File: config.mk
export PLATFORM = sky130hd
export DESIGN_NAME = websocket_frame_deframer_top
export DESIGN_NICKNAME = d
export VERILOG_FILES = /design/src/hdl/wsd_pkg.sv /design/src/hdl/wsd_parse.sv /design/src/hdl/wsd_oreg.sv /design/src/hdl/websocket_frame_deframer_top.sv
export SDC_FILE = /design/constraint.sdc
export NUM_CORES = 1
export LEC_CHECK = 0
export BUFFER_PORTS_ARGS = -buffer_cell sky130_fd_sc_hd__buf_2
export CAP_MARGIN = 20
export CELL_PAD_IN_SITES_DETAIL_PLACEMENT = 1
export CELL_PAD_IN_SITES_GLOBAL_PLACEMENT = 1
export CORE_MARGIN = 4
export CORE_UTILIZATION = 49
export CTS_CLUSTER_DIAMETER = 30
export DETAILED_ROUTE_END_ITERATION = 6
export GPL_ROUTABILITY_DRIVEN = 0
export PLACE_DENSITY_LB_ADDON = 0.15
export SLEW_MARGIN = 25
export SYNTH_ARGS = -nofsm -noshare
export SYNTH_HDL_FRONTEND = slang
export SYNTH_SLANG_ARGS = --single-unit
File: constraint.sdc
create_clock -name clk -period 5.4 [get_ports clk]
set_input_delay 0.81 -clock clk [delete_from_list [all_inputs] [get_ports clk]]
set_output_delay 0.81 -clock clk [all_outputs]
set_load 0.02 [all_outputs]
File: src/hdl/wsd_pkg.sv
package wsd_pkg;

	// 7-bit length codes that select an extended length field
	localparam logic [6:0] L7_EXT16 = 7'd126;
	localparam logic [6:0] L7_EXT64 = 7'd127;

	// highest opcode taken (binary); anything above is a protocol error
	localparam logic [3:0] OPC_LAST_OK = 4'd2;

	// one result transfer
	typedef struct packed {
		logic [7:0] payload_byte;
		logic       frame_end;
		logic       frame_fin;
		logic [3:0] frame_opcode;
		logic       proto_error;
	} res_t;

endpackage

File: src/hdl/wsd_parse.sv
module wsd_parse (
	input  logic          clk,
	input  logic          arst_n,
	input  logic          fire,
	input  logic [7:0]    in_byte,
	output logic          has_res,
	output wsd_pkg::res_t res
);

	localparam logic [1:0] PH_HDR  = 2'd0;
	localparam logic [1:0] PH_DATA = 2'd1;
	localparam logic [1:0] PH_ERR  = 2'd2;

	logic [1:0]  phase_q;
	logic [3:0]  cnt_q;
	logic        fin_q;
	logic [3:0]  opc_q;
	logic        msk_q;
	logic [6:0]  l7_q;
	logic [63:0] len_q;
	logic [31:0] key_q;
	logic [1:0]  kidx_q;

	logic [1:0]  phase_d;
	logic [3:0]  cnt_d;
	logic        fin_d;
	logic [3:0]  opc_d;
	logic        msk_d;
	logic [6:0]  l7_d;
	logic [63:0] len_d;
	logic [31:0] key_d;
	logic [1:0]  kidx_d;

	logic [3:0]  ext_n;
	logic [3:0]  need_n;
	logic [3:0]  cnt_inc;
	logic [3:0]  key_off;
	logic [6:0]  l7_eff;
	logic        msk_eff;
	logic [63:0] len_hdr;
	logic        hdr_done;

	// header length from the 7-bit code seen so far (or the one arriving now)
	always_comb begin
		l7_eff  = (cnt_q == 4'd1) ? in_byte[6:0] : l7_q;
		msk_eff = (cnt_q == 4'd1) ? in_byte[7] : msk_q;
		if (l7_eff == wsd_pkg::L7_EXT16) begin
			ext_n = 4'd2;
		end else if (l7_eff == wsd_pkg::L7_EXT64) begin
			ext_n = 4'd8;
		end else begin
			ext_n = 4'd0;
		end
		need_n  = 4'd2 + ext_n + (msk_eff ? 4'd4 : 4'd0);
		cnt_inc = cnt_q + 4'd1;
		key_off = cnt_q - 4'd2 - ext_n;
	end

	always_comb begin
		phase_d  = phase_q;
		cnt_d    = cnt_q;
		fin_d    = fin_q;
		opc_d    = opc_q;
		msk_d    = msk_q;
		l7_d     = l7_q;
		len_d    = len_q;
		key_d    = key_q;
		kidx_d   = kidx_q;
		len_hdr  = '0;
		hdr_done = 1'b0;
		res      = '0;
		res.frame_fin    = fin_q;
		res.frame_opcode = opc_q;
		unique case (phase_q)
			PH_HDR: begin
				cnt_d = cnt_inc;
				if (cnt_q == 4'd0) begin
					fin_d = in_byte[7];
					opc_d = in_byte[3:0];
				end else if (cnt_q == 4'd1) begin
					msk_d = in_byte[7];
					l7_d  = in_byte[6:0];
					len_d = '0;
					key_d = '0;
				end else if (cnt_q < 4'd2 + ext_n) begin
					len_d = {len_q[55:0], in_byte};
				end else begin
					key_d[8*key_off[1:0] +: 8] = in_byte;
				end
				hdr_done = (cnt_q != 4'd0) && (cnt_inc == need_n);
				len_hdr  = (ext_n == 4'd0) ? {57'd0, l7_eff} : len_d;
				if (hdr_done) begin
					cnt_d  = '0;
					kidx_d = '0;
					len_d  = len_hdr;
					if (opc_q > wsd_pkg::OPC_LAST_OK) begin
						phase_d = PH_ERR;
					end else if (len_hdr == '0) begin
						phase_d = PH_HDR;
					end else begin
						phase_d = PH_DATA;
					end
				end
			end
			PH_DATA: begin
				// len_q counts the payload bytes still to come
				res.payload_byte = in_byte ^ key_q[8*kidx_q +: 8];
				res.frame_end    = (len_q == 64'd1);
				len_d  = len_q - 64'd1;
				kidx_d = kidx_q + 2'd1;
				if (len_q == 64'd1) begin
					phase_d = PH_HDR;
				end
			end
			default: begin
				res.proto_error = 1'b1;
			end
		endcase
	end

	assign has_res = (phase_q != PH_HDR);

	always_ff @(posedge clk or negedge arst_n) begin
		if (!arst_n) begin
			phase_q <= PH_HDR;
			cnt_q   <= '0;
			fin_q   <= 1'b0;
			opc_q   <= '0;
			msk_q   <= 1'b0;
			l7_q    <= '0;
			len_q   <= '0;
			key_q   <= '0;
			kidx_q  <= '0;
		end else if (fire) begin
			phase_q <= phase_d;
			cnt_q   <= cnt_d;
			fin_q   <= fin_d;
			opc_q   <= opc_d;
			msk_q   <= msk_d;
			l7_q    <= l7_d;
			len_q   <= len_d;
			key_q   <= key_d;
			kidx_q  <= kidx_d;
		end
	end

	a_data_len: assert property (@(posedge clk) disable iff (!arst_n)
		phase_q == PH_DATA |-> len_q != 64'd0)
		else $error("payload phase with nothing left to send");

	a_err_sticky: assert property (@(posedge clk) disable iff (!arst_n)
		phase_q == PH_ERR |=> phase_q == PH_ERR)
		else $error("error state left without reset");

	a_hdr_cnt: assert property (@(posedge clk) disable iff (!arst_n)
		cnt_q < 4'd14 && (phase_q == PH_HDR || cnt_q == 4'd0))
		else $error("header byte count out of range");

endmodule

File: src/hdl/wsd_oreg.sv
module wsd_oreg (
	input  logic          clk,
	input  logic          arst_n,
	input  logic          load,
	input  wsd_pkg::res_t din,
	input  logic          res_stall,
	output logic          res_valid,
	output logic          free,
	output wsd_pkg::res_t dout
);

	logic          vld_q;
	wsd_pkg::res_t data_q;

	// room for a new result when empty or when the held one leaves this cycle
	assign free      = !vld_q || !res_stall;
	assign res_valid = vld_q;
	assign dout      = data_q;

	always_ff @(posedge clk or negedge arst_n) begin
		if (!arst_n) begin
			vld_q <= 1'b0;
		end else if (load) begin
			vld_q <= 1'b1;
		end else if (!res_stall) begin
			vld_q <= 1'b0;
		end
	end

	always_ff @(posedge clk) begin
		if (load) begin
			data_q <= din;
		end
	end

endmodule

File: src/hdl/websocket_frame_deframer_top.sv
// A payload byte is held in the input stage, then in the result register, until its
// result transfer. Throughput: one byte per cycle, header bytes included, while no
// stalled result blocks the input; header bytes give no result.
// Reset (arst_n low, asynchronous): waits for a new frame header, error cleared,
// both registers empty.
module websocket_frame_deframer_top (
	input  logic       clk,
	input  logic       arst_n,
	input  logic       src_valid,
	output logic       src_stall,
	input  logic [7:0] in_byte,
	output logic       res_valid,
	input  logic       res_stall,
	output logic [7:0] payload_byte,
	output logic       frame_end,
	output logic       frame_fin,
	output logic [3:0] frame_opcode,
	output logic       proto_error
);

	// Input stage: one byte held for the parser
	logic       v_s1;
	logic [7:0] byte_s1;

	// Parser handshake
	logic          has_res;
	logic          oreg_free;
	logic          adv;
	logic          accept;
	wsd_pkg::res_t res_nx;
	wsd_pkg::res_t res_out;

	// The held byte moves on when it yields no result (header byte) or the
	// result register has room. Frame state only updates when it moves on.
	assign adv       = v_s1 && (!has_res || oreg_free);
	assign src_stall = v_s1 && !adv;
	assign accept    = src_valid && !src_stall;

	always_ff @(posedge clk or negedge arst_n) begin
		if (!arst_n) begin
			v_s1 <= 1'b0;
		end else if (accept) begin
			v_s1 <= 1'b1;
		end else if (adv) begin
			v_s1 <= 1'b0;
		end
	end

	always_ff @(posedge clk) begin
		if (accept) begin
			byte_s1 <= in_byte;
		end
	end

	// Header collection, unmasking and frame/error tracking
	wsd_parse u_parse (
		.clk     (clk),
		.arst_n  (arst_n),
		.fire    (adv),
		.in_byte (byte_s1),
		.has_res (has_res),
		.res     (res_nx)
	);

	// Result register; accepting a byte never waits on an empty slot here
	wsd_oreg u_oreg (
		.clk       (clk),
		.arst_n    (arst_n),
		.load      (adv && has_res),
		.din       (res_nx),
		.res_stall (res_stall),
		.res_valid (res_valid),
		.free      (oreg_free),
		.dout      (res_out)
	);

	assign payload_byte = res_out.payload_byte;
	assign frame_end    = res_out.frame_end;
	assign frame_fin    = res_out.frame_fin;
	assign frame_opcode = res_out.frame_opcode;
	assign proto_error  = res_out.proto_error;

	a_stall_held: assert property (@(posedge clk) disable iff (!arst_n)
		src_stall |-> v_s1 && res_valid && res_stall)
		else $error("input stalled with no stalled result ahead");

	a_err_clean: assert property (@(posedge clk) disable iff (!arst_n)
		res_valid && proto_error |-> payload_byte == 8'd0 && !frame_end)
		else $error("error transfer carries payload");

endmodule

Word level (Yosys, flattened, before mapping)
Cells that the tools add are included.
{ "totals": {"reg_bits": 142, "latch_bits": 0, "ramBits": 0, "mem_bits_ro": 0, "input_bits": 12, "output_inout_bits": 17, "wordCells": 98, "memories": 0} }
{ "op_classes": {"n_addsub": 8, "n_mul": 0, "n_div": 0, "order_cmp": 2, "n_eq_ne": 10, "shift": 3, "mux": 28, "bitwise_logic": 2, "reduce_logical": 28} }
{ "op_table": {"columns": ["operator", "count"], "rows": [
  ["64-bit 2-to-1 mux", 6],
  ["64-bit one-hot mux with 2 select lines", 1],
  ["64-bit by 1-bit equality test with 1-bit output (second input constant)", 1],
  ["64-bit zero test", 1],
  ["32-bit 2-to-1 mux", 2],
  ["64-bit by 1-bit subtractor with 64-bit output (second input constant)", 1],
  ["5-bit negation with 34-bit output", 1],
  ["8-bit by 34-bit variable shift with 32-bit output (first input constant)", 1],
  ["8-bit by 34-bit variable part select with 32-bit output", 1],
  ["32-bit bitwise mux", 1],
  ["32-bit by 6-bit variable part select with 8-bit output", 1],
  ["7-bit equality test (second input constant)", 2],
  ["4-bit 2-to-1 mux", 3],
  ["3-bit AND reduction", 3],
  ["4-bit zero test", 2],
  ["2-bit 2-to-1 mux", 4],
  ["2-bit by 1-bit != test with 1-bit output (second input constant)", 4],
  ["2-bit one-hot mux with 2 select lines", 2],
  ["4-bit AND reduction", 2],
  ["8-bit bitwise XOR", 1],
  ["1-bit 2-to-1 mux", 7],
  ["7-bit 2-to-1 mux", 1],
  ["2-bit nonzero test", 3],
  ["1-bit logical AND", 5],
  ["19 further kinds", 25]
]} }

Depth between registers and ports, before layout
Gate-level depths: netlist (run 1).
{ "depth": {"depth_word": 17, "depth_mapped": 16, "depth_no_buf": 13} }

By module
From an unflattened synthesis (run 1), not the netlist that was laid out.
{ "unflattened": {"cells_unflattened": 974, "hier_area_um2": 8592.0} }
{ "modules_own_cells": {"columns": ["mod", "n_inst", "cells_per_inst", "area_each_um2", "seq_area_each_um2"], "rows": [
  ["wsd_parse", 1, 940, 7785.0, 2927.8],
  ["wsd_oreg", 1, 18, 486.7, 475.5],
  ["websocket_frame_deframer_top", 1, 16, 320.3, 265.3]
]} }

Worst setup path after synthesis (run 1)
OpenSTA, ideal clock, no wires.
{ "synth_path": {"kind": "register -> register", "startpoint": "register u_parse.cnt_q[1]", "endpoint": "register u_parse.len_q[51]", "t_arrival_ns": 3.628, "required_ns": 5.274, "path_slack_ns": 1.646, "path_stages_with_launch": 15, "n_path_buf": 1, "synth_period_minus_slack_ns": 3.754, "path_cell_list": "dfrtp_1 -> inv_1 -> ha_1 -> or3b_1 -> buf_2 -> nor4_4 -> nor2_1 -> ha_1 -> nor2b_1 -> o21a_1 -> nor3_1 -> nor3_1 -> a21boi_2 -> or3_1 -> a221o_1"} }
{ "synth_via": {"elab_chain_cells": 14, "word_cells_on_any_way": 24} }
{ "synth_rtl": {"columns": ["element", "line", "text"], "rows": [
  ["start, declared", "wsd_parse.sv:15", "logic [3:0] cnt_q;"],
  ["start signal, assigned", "wsd_parse.sv:136", "cnt_q <= cnt_d;"],
  ["4-bit by 1-bit equality test with 1-bit output", "wsd_parse.sv:45, wsd_parse.sv:46, wsd_parse.sv:80", null],
  ["7-bit 2-to-1 mux", "wsd_parse.sv:45", "l7_eff = (cnt_q == 4'd1) ? in_byte[6:0] : l7_q;"],
  ["7-bit equality test", "wsd_parse.sv:49", "end else if (l7_eff == wsd_pkg::L7_EXT64) begin"],
  ["4-bit 2-to-1 mux", "wsd_parse.sv:49", null],
  ["4-bit 2-to-1 mux", "wsd_parse.sv:47", "if (l7_eff == wsd_pkg::L7_EXT16) begin"],
  ["2-bit by 4-bit adder with 4-bit output", "wsd_parse.sv:54, wsd_parse.sv:85", null],
  ["4-bit less-than comparator", "wsd_parse.sv:85", "end else if (cnt_q < 4'd2 + ext_n) begin"],
  ["64-bit 2-to-1 mux", "wsd_parse.sv:85", null],
  ["64-bit 2-to-1 mux", "wsd_parse.sv:80", "end else if (cnt_q == 4'd1) begin"],
  ["64-bit 2-to-1 mux", "wsd_parse.sv:77", "if (cnt_q == 4'd0) begin"],
  ["64-bit 2-to-1 mux", "wsd_parse.sv:74", "unique case (phase_q)"],
  ["64-bit 2-to-1 mux", "wsd_parse.sv:91", "len_hdr = (ext_n == 4'd0) ? {57'd0, l7_eff} : len_d;"],
  ["64-bit 2-to-1 mux (*)", "wsd_parse.sv:92", "if (hdr_done) begin"],
  ["64-bit one-hot mux with 2 select lines (*)", "wsd_parse.sv:74", null],
  ["end signal, assigned", "wsd_parse.sv:141", "len_q <= len_d;"],
  ["end, declared", "wsd_parse.sv:20", "logic [63:0] len_q;"]
]} }
Mark *: on every way between the ends. The rest lies on a longest branch, timed or not. The select of a mux whose other input is x is not followed.
A chain may end at the register's enable or synchronous reset.

Worst setup path in the final report (run 1)
{ "layout_path": {"startpoint": "register u_parse.cnt_q[1]", "endpoint": "register u_parse.phase_q[0]"} }
{ "layout_via": {"elab_chain_cells": 17, "word_cells_on_any_way": 29} }
{ "layout_rtl": {"columns": ["element", "line", "text"], "rows": [
  ["4-bit by 1-bit equality test with 1-bit output", "wsd_parse.sv:45, wsd_parse.sv:46, wsd_parse.sv:80", null],
  ["7-bit 2-to-1 mux", "wsd_parse.sv:45", null],
  ["7-bit equality test", "wsd_parse.sv:49", null],
  ["4-bit 2-to-1 mux", "wsd_parse.sv:49", null],
  ["4-bit 2-to-1 mux", "wsd_parse.sv:47", null],
  ["2-bit by 4-bit adder with 4-bit output", "wsd_parse.sv:54, wsd_parse.sv:85", null],
  ["4-bit less-than comparator", "wsd_parse.sv:85", null],
  ["64-bit 2-to-1 mux", "wsd_parse.sv:85", null],
  ["64-bit 2-to-1 mux", "wsd_parse.sv:80", null],
  ["64-bit 2-to-1 mux", "wsd_parse.sv:77", null],
  ["64-bit 2-to-1 mux", "wsd_parse.sv:74", null],
  ["64-bit 2-to-1 mux", "wsd_parse.sv:91", null],
  ["64-bit zero test", "wsd_parse.sv:98", "end else if (len_hdr == '0) begin"],
  ["1-bit 2-to-1 mux", "wsd_parse.sv:98", null],
  ["2-bit 2-to-1 mux", "wsd_parse.sv:96", "if (opc_q > wsd_pkg::OPC_LAST_OK) begin"],
  ["2-bit 2-to-1 mux", "wsd_parse.sv:92", null],
  ["2-bit one-hot mux with 2 select lines", "wsd_parse.sv:74", null],
  ["end signal, assigned", "wsd_parse.sv:135", "phase_q <= phase_d;"],
  ["end, declared", "wsd_parse.sv:14", "logic [1:0] phase_q;"]
]} }
Several ways; a longest one is shown, not always the timed one. The select of a mux whose other input is x is not followed.

==> flow_metrics.py, run 1 <==
metrics = {
    "global_routing": {
        "antenna_found_initial": 0,
        "first_global_vias": 8145,
        "overflow": 0,
        "grt_pass1_wl_um": 46400,
        "grt_max_degree": 79,
        "track_usage_pct": 29.60,
    },
    "sta": {
        "tns_ns": 0,
        "layout_setup_ws_ns": 0.8663,
        "min_period_ns": 4.534,
        "finClkSkew_ns": 0.008010,
        "maxSlewViolCount": 0,
        "setup_viol": 0,
        "grt_setup_unrepaired": "no",
        "worstMarginPinSlew_ns": 1.081,
        "relSlewSlack_pct": 27.24,
        "max_freq_mhz": 220.6,
        "final-hold-violation-count": 0,
        "post-route-period-util_pct": 83.96,
    },
    "cts": {
        "htree_levels": 4,
        "cts_setup_buffers": 0,
        "worstSkewPairLatency_ns": 0.44,
        "ctsHoldBuffers": 0,
        "post_cts_resized": 0,
        "clk_path_buf_depth": 2,
        "cts_root_buf": "clkbuf_16",
        "clkSinkCount": 142,
        "cts_tree": "built",
        "cts_buffers": 17,
        "clk_pin_slew_worst_paths_ns": 0.07,
    },
    "routing": {
        "drc_errors": 0,
        "vias_per_cell": 6.769,
        "wl_per_cell_um": 24.29,
        "route.antenna.remaining_nets": 0,
        "wl_um": 28950,
        "drtIter0Drc": 759,
        "drt-pass1-iter-count": 5,
        "vias": 8069,
    },
    "placed_design": {
        "placedCellCount": 1160,
        "portBuffers": 28,
        "pre_cts_ws_ns": 0.9550,
        "dpl.hpwl_um": 19570,
    },
    "synth": {
        "synth_area_per_cell_um2": 9.008,
        "async_flop_share_pct": 83.80,
        "ys_seq_area_share_pct": 42.33,
        "ys_warn_count": 0,
        "synth_ff_type": "dfrtp_1",
        "syn_inst": 962,
        "synth_nets": 987,
        "synth.cell_area_um2": 8666,
        "synth.distinct_cells": 81,
        "synth_edf_count": 23,
        "synth-seq-cells": 142,
    },
    "worst_setup_path": {
        "worstSetupEndpointType": "flop",
        "worstSetupStartpointType": "flop",
        "cp_max_fo": 21,
        "r2r_slack_ns": 0.87,
        "required_ns": 5.73,
        "worstSetupPathType": "reg2reg",
        "arrival_ns": 4.86,
    },
    "power_and_ir_drop": {
        "p_total_mw": 6.186,
        "ir_worst_vdd_v": 0.0004855,
        "power_leakage_nw": 3.807,
        "power_density_nw_per_um2": 652.7,
    },
    "floorplan": {
        "dieHeight_um": 141.0,
        "io_pins": 29,
        "core_um2": 17300,
        "die_w_um": 141.0,
        "die_area_um2": 19880,
        "rows": 48,
        "start_util_pct": 50.10,
    },
    "layout": {
        "nNetsFinal": 979,
        "diodes": 0,
        "mostFrequentLayoutCells": "145 x nand2_1, 119 x dfrtp_1, 80 x o21ai_0",
        "instances_no_fill": 1192,
        "fillers": 2016,
        "final_common_cell": "nand2_1",
        "area_growth_pct": 9.370,
        "drive_gt1_share_pct": 14.48,
    },
    "flow_run": {
        "drv_cap": 0,
    },
    "run_status": {
        "outcome": "finished, final reports clean",
    },
    "hold_path": {
        "min_path_type": "in2async",
    },
}
-- critical path, cell delays in order, from the launching register on --
cell and delay (ns):
dfrtp_1 0.41, inv_1 0.16, ha_1 0.23, or3b_1 0.63, nor4_4 0.40, nor2_1 0.11
ha_1 0.29, nor2b_1 0.14, o21a_1 0.20, or3_1 0.69, nor3_1 0.28, a2111oi_0 0.10
or4b_1 0.56, o211a_1 0.23
-- layout make-up --
| class | count | area [um^2] | share of cell area (%) |
|---|---|---|---|
| Clock buffer | 17 | 425.4 | 4.488 |
| Clock inverter | 15 | 142.6 | 1.505 |
| Inverter | 14 | 52.55 | 0.5545 |
| Multi-Input combinational cell | 737 | 4656 | 49.12 |
| Sequential cell | 142 | 3669 | 38.71 |
| Tap cell | 225 | 281.5 | 2.970 |
| Timing Repair Buffer | 42 | 251.5 | 2.653 |
-- synth_stat cells (all sizes together), types with 8 or more instances --
| cell | count | area share, % |
|---|---|---|
| a22oi | 12 | 1.0 |
| dfrtp | 119 | 34 |
| or4 | 11 | 1.1 |
| edfxtp | 23 | 8.0 |
| nand3 | 29 | 1.7 |
| mux2i | 31 | 3.6 |
| ha | 13 | 1.9 |
| mux2 | 17 | 2.2 |
| a221o | 11 | 1.3 |
| nand4 | 11 | 0.87 |
| buf | 19 | 1.5 |
| a31oi | 8 | 0.58 |
| or3 | 23 | 1.7 |
| clkbuf | 50 | 2.3 |
| xnor2 | 10 | 1.0 |
| a21oi | 44 | 2.5 |
| o211ai | 13 | 1.1 |
| inv | 14 | 0.61 |
| o31ai | 16 | 1.4 |
| o21ai | 103 | 6.0 |
| nor2 | 74 | 3.3 |
| nor3 | 38 | 2.2 |
| mux4 | 8 | 2.1 |
| nand2 | 145 | 6.3 |
| nor4 | 23 | 2.1 |
-- final timing paths --
path,from,endpoint,cells past startpoint
max,u_parse.cnt_q[1]$_DFFE_PN0P_,u_parse.phase_q[0]$_DFFE_PN0P_,13
min,arst_n,u_parse.key_q[7]$_DFFE_PN0P_,1
max reg2reg,u_parse.cnt_q[1]$_DFFE_PN0P_,u_parse.phase_q[0]$_DFFE_PN0P_,13
min reg2reg,u_parse.fin_q$_DFFE_PN0P_,u_oreg.dout[5]$_DFFE_PP_,0
max in group asynchronous,arst_n,u_parse.len_q[6]$_DFFE_PN0P_,2
min in group clk,u_parse.fin_q$_DFFE_PN0P_,u_oreg.dout[5]$_DFFE_PP_,0
-- cells by family after synthesis --
family          Yosys count  synth area share (%)
buf+inv                  83                 4.432
flops                   142                 42.33
simple gates            394                 22.74
mux                      56                 7.912
fa+ha+maj                13                 1.877
xor+xnor                 12                 1.213
compound gates          262                 19.49
-- registers in the layout, indices dropped and copies added, names as in the netlist --
name and cells:
byte_s1 8, u_oreg.dout 15, u_oreg.res_valid 1, u_parse.cnt_q 4
u_parse.fin_q 1, u_parse.key_q 32, u_parse.kidx_q 2, u_parse.l7_q 7
u_parse.len_q 64, u_parse.msk_q 1, u_parse.opc_q 4, u_parse.phase_q 2
v_s1 1
-- through the flow --
stage               instance area (um^2)  utilization [%]  hold WS, ns
floorplan                           8666                -       0.4194
global placement                    8885            51.37       0.4402
detailed placement                  8890            51.40       0.4505
CTS                                 9458            54.68       0.4560
global route                        9478            54.80       0.4621
finish                              9478            54.80       0.4034
-- power by group --
group | leakage [nW] | total [mW] | internal (mW) | switching [mW]
combinational | 1.73 | 3.03 | 1.08 | 1.96
clock | 0.281 | 1.16 | 0.613 | 0.552
sequential | 1.80 | 1.99 | 1.45 | 0.534
-- per-layer routing --
| metal | part of all wire [%] | global-route usage [%] | wire length [um] |
|---|---|---|---|
| met1 | 44 | 42.29 | 12790 |
| met2 | 47 | 46.80 | 13690 |
| met3 | 6.9 | 4.715 | 2000 |
| met4 | 1.6 | 8.720 | 471 |
| met5 | 0 | 0 | 0 |
Power figures use the tool's default switching activity.
==> run 2, diff against run 1 <==
--- a/config.mk
+++ b/config.mk
@@ -5,12 +5,13 @@
 export SDC_FILE = /design/constraint.sdc
 export NUM_CORES = 1
 export LEC_CHECK = 0
+export ABC_AREA = 1
 export BUFFER_PORTS_ARGS = -buffer_cell sky130_fd_sc_hd__buf_2
 export CAP_MARGIN = 20
 export CELL_PAD_IN_SITES_DETAIL_PLACEMENT = 1
 export CELL_PAD_IN_SITES_GLOBAL_PLACEMENT = 1
 export CORE_MARGIN = 4
-export CORE_UTILIZATION = 49
+export CORE_UTILIZATION = 46
 export CTS_CLUSTER_DIAMETER = 30
 export DETAILED_ROUTE_END_ITERATION = 6
 export GPL_ROUTABILITY_DRIVEN = 0
==> constraint.sdc (replaced) <==
create_clock -name clk -period 4.5 [get_ports clk]
set_input_delay 0.675 -clock clk [delete_from_list [all_inputs] [get_ports clk]]
set_output_delay 0.675 -clock clk [all_outputs]
set_load 0.02 [all_outputs]
==> run 2 against run 1 <==
  * Synthesized cell count is 62% higher
  * Flip-flop and latch count stayed put
  * Cell area is 21% higher
  * Combinational power is 97% lower
  * Via count is 35% higher
  * Sequential power is 33% lower
  * Register-to-register slack worse by 0.50 ns
  * Sequential share of layout area is 6.8 points lower
==> flow_metrics.py, run 2 <==
metrics = {
    "synth": {
        "async_flop_share_pct": 83.80,
        "syn_inst": 1558,
        "synth_area_per_cell_um2": 6.670,
        "synth_ff_type": "dfrtp_1",
        "ys_warn_count": 0,
        "synth_edf_count": 23,
        "ys_seq_area_share_pct": 35.30,
        "ys_top_cells_by_area": "dfrtp_1 29%, nand2_1 10%, nor2_1 8.8%",
        "yosys.area.top_type": "dfrtp_1",
        "synth_nets": 1583,
        "synth.distinct_cells": 43,
        "yosysTopAreaCellShare_pct": 28.66,
        "synth.cell_area_um2": 10390,
        "synth-seq-cells": 142,
        "synth_common_cells": "286 x nand2_1, 243 x nor2_1, 209 x inv_1",
        "synth.most_common_cell": "nand2_1",
    },
    "worst_setup_path": {
        "worst-path-buf-inv": 3,
        "cpMostUsedCell": "nand2_1",
        "worstSetupEndpointType": "flop",
        "critical-path-slowest-cell": "dfrtp_1",
        "crit_start": "u_parse.cnt_q[1]$_DFFE_PN0P_",
        "cp_max_fo": 30,
        "required_ns": 4.82,
        "worstSetupStartpointType": "flop",
        "rr_startpoint": "u_parse.cnt_q[1]$_DFFE_PN0P_",
        "critPathMaxStageDelay_ns": 0.41,
        "worstSetupPathType": "reg2reg",
        "arrival_ns": 4.45,
        "cpLargestDelayFamily": "simple AND/OR/NAND/NOR gates",
    },
    "global_routing": {
        "grt_use_met3_pct": 4.186,
        "grt_use_met2_pct": 47.99,
        "gr-max-usage-layer": "met2",
        "overflow": 0,
        "use_met1_pct": 43.95,
        "track_usage_pct": 30.35,
        "antenna_found_initial": 0,
        "grt_max_degree": 97,
        "grt_pass1_wl_um": 59550,
        "first_global_vias": 10731,
    },
    "placed_design": {
        "placedCellCount": 1812,
        "place_area_um2": 10790,
        "portBuffers": 28,
        "dpl.hpwl_um": 25920,
    },
    "floorplan": {
        "start_util_pct": 47.18,
        "die_w_um": 158.3,
        "dieHeight_um": 158.3,
        "io_pins": 29,
        "rows": 54,
        "die_area_um2": 25060,
        "core_um2": 22030,
    },
    "layout": {
        "regArea_um2": 3669,
        "nNetsFinal": 1584,
        "area_growth_pct": 10.60,
        "finish.utilization_pct": 52.18,
        "drive_gt1_share_pct": 9.478,
        "final_common_cell": "nand2_1",
        "largest_register_ffs": 64,
        "instances_no_fill": 1852,
        "largest_register": "u_parse.len_q",
        "final_area_um2": 11490,
        "multiInputGateArea_um2": 5658,
        "diodes": 0,
        "mostFrequentLayoutCells": "284 x nand2_1, 241 x nor2_1, 209 x inv_1",
        "fillers": 2914,
    },
    "sta": {
        "relSlewSlack_pct": 29.53,
        "finClkSkew_ns": 0.01163,
        "min_period_ns": 4.130,
        "worstMarginPinSlew_ns": 1.055,
        "grt_setup_unrepaired": "no",
        "max_freq_mhz": 242.1,
        "post-route-period-util_pct": 91.79,
        "maxSlewViolCount": 0,
        "setup_viol": 0,
        "tns_ns": 0,
        "final-hold-violation-count": 0,
    },
    "routing": {
        "drt-pass1-iter-count": 5,
        "drtIter0Drc": 986,
        "vias_per_cell": 5.868,
        "wl_um": 37790,
        "route.antenna.remaining_nets": 0,
        "drc_errors": 0,
        "wl_per_cell_um": 20.40,
        "vias": 10867,
    },
    "cts": {
        "cts_buffers": 17,
        "clk_pin_slew_worst_paths_ns": 0.07,
        "cts_tree": "built",
        "clk_path_buf_depth": 2,
        "worstSkewPairLatency_ns": 0.44,
        "cts_root_buf": "clkbuf_16",
        "clkSinkCount": 142,
        "htree_levels": 4,
    },
    "hold_path": {
        "min_path_type": "in2async",
    },
    "power_and_ir_drop": {
        "ir_worst_vdd_v": 0.0001888,
        "p_total_mw": 2.946,
        "power_density_nw_per_um2": 256.3,
        "power_leakage_nw": 5.034,
    },
    "flow_run": {
        "drv_cap": 0,
    },
    "run_status": {
        "outcome": "finished, final reports clean",
    },
}
[run 2: changes by cell type after synthesis, moves of 16 or more]
cell,previous run,this run
nand2_1,145,286
o21ai_1,22,6
nor3_1,38,15
or3_1,22,0
nand3_1,28,163
mux2i_1,30,0
nand4_1,10,29
inv_1,14,209
o21ai_0,80,111
xor2_1,2,24
a21oi_1,44,111
nor2_1,71,243
[run 2: kinds of logic (layout without fill, tap and decap cells)]
group,count (synthesis),in the layout,share of synthesized area [%]
AOI/OAI and AO/OA,311,311,17.50
buffers and inverters,288,301,10.91
and+or+nand+nor,774,775,32.08
adders and majority gates,13,13,1.565
muxes,2,2,0.2167
xor gates and xnor gates,28,28,2.432
DFF,142,142,35.30
[run 2: area by class of cell]
class / instances / area share [%]
Clock buffer: 18 / 3.919
Clock inverter: 14 / 1.426
Inverter: 212 / 6.924
Multi-Input combinational cell: 1129 / 49.23
Sequential cell: 142 / 31.92
Tap cell: 280 / 3.048
Timing Repair Buffer: 57 / 3.527
[run 2: through the flow]
step | setup slack [ns] | hold slack [ns]
4_1_cts | 0.2235 | 0.3758
3_5_place_dp | 0.2631 | 0.4721
5_1_grt | 0.01265 | 0.3830
6_report | 0.3696 | 0.2965
3_3_place_gp | 0.4593 | 0.4665
2_1_floorplan | 1.145 | 0.3794
[run 2: timing repair]
action / 4_1_cts / 5_1_grt
resized for setup: 0 / 2
setup buffers: 0 / 7
hold buffers: 0 / 0
setup endpoints to repair: 0 / 2
[run 2: metal layers]
layer	vias up	routed length (um)
li1	5112	-
met1	5332	17580
met3	65	2115
met5	-	0
met4	0	783
met2	358	17310
[run 2: power by group]
part / switching [mW] / internal (mW) / total (mW)
logic: 0.0681 / 0.0165 / 0.0847
clock network: 0.697 / 0.826 / 1.52
registers: 0.0146 / 1.32 / 1.34
[run 2: worst paths after layout]
| check | end | slack [ns] | cells past startpoint |
|---|---|---|---|
| setup / recovery | u_parse.phase_q[0]$_DFFE_PN0P_ | 0.37 | 25 |
| setup reg to reg | u_parse.phase_q[0]$_DFFE_PN0P_ | 0.37 | 25 |
| max in group asynchronous | u_parse.len_q[42]$_DFFE_PN0P_ | 3.21 | 2 |
| hold / removal | u_parse.key_q[1]$_DFFE_PN0P_ | 0.30 | 1 |
| hold reg to reg | u_oreg.dout[3]$_DFFE_PP_ | 0.49 | 0 |
| min in group clk | byte_s1[0]$_DFFE_PP_ | 0.40 | 1 |
==> run 3, diff against run 2 <==
--- a/config.mk
+++ b/config.mk
@@ -16,7 +16,9 @@
 export DETAILED_ROUTE_END_ITERATION = 6
 export GPL_ROUTABILITY_DRIVEN = 0
 export PLACE_DENSITY_LB_ADDON = 0.15
+export SETUP_SLACK_MARGIN = 0.4
 export SLEW_MARGIN = 25
 export SYNTH_ARGS = -nofsm -noshare
 export SYNTH_HDL_FRONTEND = slang
+export SYNTH_HIERARCHICAL = 1
 export SYNTH_SLANG_ARGS = --single-unit
==> run 3 against run 2 <==
  * Wire length is 6.0% higher
  * Sequential power hardly changed
  * Critical path depth stayed put
  * Worst hold slack worse by 0.018 ns
  * Sequential share of layout area is 0.40 points higher
  * Maximum frequency is 3.2% higher
==> flow_metrics.py, run 3 <==
metrics = {
    "power_and_ir_drop": {
        "ir_worst_vdd_v": 0.0001814,
        "power_density_nw_per_um2": 252.5,
        "p_sw_share_pct": 27.14,
        "p_seq_share_pct": 46.7,
        "clockPowerShare_pct": 50.4,
        "p_comb_share_pct": 2.9,
        "power.switching_mw": 0.7779,
        "power_leakage_nw": 5.399,
        "p_int_mw": 2.089,
    },
    "sta": {
        "tns_ns": 0,
        "worstMarginPinSlew_ns": 0.8535,
        "relSlewSlack_pct": 43.10,
        "max_freq_mhz": 249.9,
        "min_period_ns": 4.002,
        "final-hold-violation-count": 0,
        "post-route-period-util_pct": 88.94,
        "layout_setup_ws_ns": 0.4977,
        "maxSlewViolCount": 0,
        "whs_ns": 0.2785,
        "grt_setup_unrepaired": "no",
        "finClkSkew_ns": 0.01740,
        "setup_viol": 0,
    },
    "synth": {
        "synth_nets": 1601,
        "synth-seq-cells": 142,
        "yosys.area.top_type": "dfrtp_1",
        "ys_top_cells_by_area": "dfrtp_1 29%, nand2_1 13%, nand3_1 9.8%",
        "async_flop_share_pct": 83.80,
        "ys_seq_area_share_pct": 35.80,
        "synth.most_common_cell": "nand2_1",
        "ys_warn_count": 6,
        "synth.distinct_cells": 39,
        "yosysTopAreaCellShare_pct": 29.06,
        "synth_ff_type": "dfrtp_1",
        "syn_inst": 1576,
        "synth_area_per_cell_um2": 6.503,
        "synth.cell_area_um2": 10250,
        "synth_common_cells": "346 x nand2_1, 244 x nor2_1, 200 x nand3_1",
        "synth_edf_count": 23,
    },
    "layout": {
        "finish.utilization_pct": 51.87,
        "diodes": 0,
        "mostFrequentLayoutCells": "343 x nand2_1, 242 x nor2_1, 200 x nand3_1",
        "area_growth_pct": 10.79,
        "drive_gt1_share_pct": 7.726,
        "fillers": 2960,
        "final_common_cell": "nand2_1",
        "largest_register": "u_parse/len_q",
        "nNetsFinal": 1604,
        "largest_register_ffs": 64,
    },
    "routing": {
        "wl_um": 40060,
        "drtIter0Drc": 1227,
        "route.antenna.remaining_nets": 0,
        "drc_errors": 0,
        "drt-pass1-iter-count": 6,
        "wl_per_cell_um": 21.40,
        "vias": 11293,
        "vias_per_cell": 6.033,
    },
    "worst_setup_path": {
        "r2r_slack_ns": 0.50,
        "cp_max_fo": 31,
        "worstSetupStartpointType": "flop",
        "rr_startpoint": "u_parse/cnt_q[2]$_DFFE_PN0P_",
        "worst-path-buf-inv": 3,
        "cpMostUsedCell": "nand2_1",
        "critical-path-slowest-cell": "dfrtp_2",
        "cpLargestDelayFamily": "simple AND/OR/NAND/NOR gates",
        "worstSetupPathType": "reg2reg",
        "required_ns": 4.83,
        "critPathMaxStageDelay_ns": 0.47,
        "reg2reg_depth": 25,
        "arrival_ns": 4.33,
        "worstSetupEndpointType": "flop",
        "timing.rr.end": "u_parse/phase_q[0]$_DFFE_PN0P_",
    },
    "flow_run": {
        "drv_cap": 0,
    },
    "run_status": {
        "outcome": "finished, final reports clean",
    },
    "cts": {
        "ctsHoldBuffers": 0,
        "cts_root_buf": "clkbuf_16",
        "clk_pin_slew_worst_paths_ns": 0.07,
        "cts_tree": "built",
        "clkSinkCount": 142,
        "clk_path_buf_depth": 2,
        "worstSkewPairLatency_ns": 0.44,
        "htree_levels": 4,
        "cts_buffers": 17,
    },
    "floorplan": {
        "die_w_um": 157.3,
        "dieHeight_um": 157.3,
        "io_pins": 29,
        "core_um2": 21890,
        "die_area_um2": 24730,
        "start_util_pct": 46.82,
        "rows": 54,
    },
    "hold_path": {
        "min_path_type": "in2async",
    },
    "global_routing": {
        "antenna_found_initial": 0,
        "track_usage_pct": 32.46,
        "grt_pass1_wl_um": 62890,
        "overflow": 0,
        "grt_max_degree": 73,
        "first_global_vias": 10985,
    },
    "placed_design": {
        "portBuffers": 28,
        "dpl.hpwl_um": 28090,
        "pre_cts_ws_ns": 0.3293,
    },
}
-- run 3: cell count changes in the layout (fill, tap and decap cells not counted), moves of 8 or more --
cell,before,now
inv_1,209,190
nand4_1,29,17
nand3_1,162,200
nand2_1,284,343
a22oi_1,17,32
nand2_2,16,7
o21a_1,8,0
a21oi_1,108,98
a22oi_2,14,0
-- run 3: how the worst max path moves through the flow --
stage                                      start                        endpoint  slack, ns  cells after the start
finish              u_parse/cnt_q[2]$_DFFE_PN0P_  u_parse/phase_q[0]$_DFFE_PN0P_       0.50                     25
global route        u_parse/cnt_q[2]$_DFFE_PN0P_  u_parse/phase_q[0]$_DFFE_PN0P_       0.32                     25
CTS                 u_parse/cnt_q[1]$_DFFE_PN0P_  u_parse/phase_q[0]$_DFFE_PN0P_       0.43                     25
detailed placement  u_parse/cnt_q[1]$_DFFE_PN0P_  u_parse/phase_q[0]$_DFFE_PN0P_       0.33                     27
global placement    u_parse/cnt_q[1]$_DFFE_PN0P_  u_parse/phase_q[0]$_DFFE_PN0P_       0.48                     27
floorplan           u_parse/cnt_q[1]$_DFFE_PN0P_  u_parse/phase_q[0]$_DFFE_PN0P_       1.09                     27
-- run 3: through the flow --
| stage | cell area [um^2] | instances | power (mW) |
|---|---|---|---|
| after global placement | 10660 | 1836 | 1.447 |
| after floorplan | 10250 | 1576 | 1.389 |
| after CTS | 11270 | 1868 | 2.889 |
| after detailed placement | 10670 | 1836 | 1.451 |
| after global routing | 11350 | 1872 | 2.963 |
| final | 11350 | 1872 | 2.867 |
-- run 3: per-layer routing --
layer	up-vias	share of wire [%]	track usage, %	wire length, um
met4	0	2.1	7.907	823
met2	559	45	49.58	18040
met1	5505	44	47.77	17690
li1	5153	-	-	-
met5	-	0	0	0
met3	76	8.8	5.966	3512
-- run 3: cells by family after synthesis --
group	count (synthesis)	synth area share, %
and+or+nand+nor	847	35.09
AOI/OAI and AO/OA	280	14.92
buffers and inverters	266	10.19
DFF	142	35.80
xor gates and xnor gates	27	2.307
adders and majority gates	13	1.587
muxes	1	0.1099
-- run 3: power by group through the flow --
| stage | Combinational [mW] | Clock, mW | Sequential, mW |
|---|---|---|---|
| after floorplan | 0.0156 | 0 | 1.37 |
| after global placement | 0.0839 | 0 | 1.36 |
| after detailed placement | 0.0862 | 0 | 1.36 |
| after CTS | 0.0864 | 1.46 | 1.34 |
| after global routing | 0.0931 | 1.53 | 1.34 |
| final | 0.0835 | 1.44 | 1.34 |
-- run 3: layout make-up --
type,count,area (um^2),share of cell area [%]
repair buffers,56,417.9,3.680
clock buffers,17,425.4,3.747
inverters,194,732.0,6.446
clock inverters,15,162.7,1.433
well taps,280,350.3,3.085
multi-input cells,1168,5597,49.29
flip-flops and latches,142,3670,32.32
-- run 3: timing repair --
item	CTS	global route
setup endpoints to repair	1	9
setup buffers	0	4
resized for setup	3	11
cloned	0	0
pin swaps	0	2
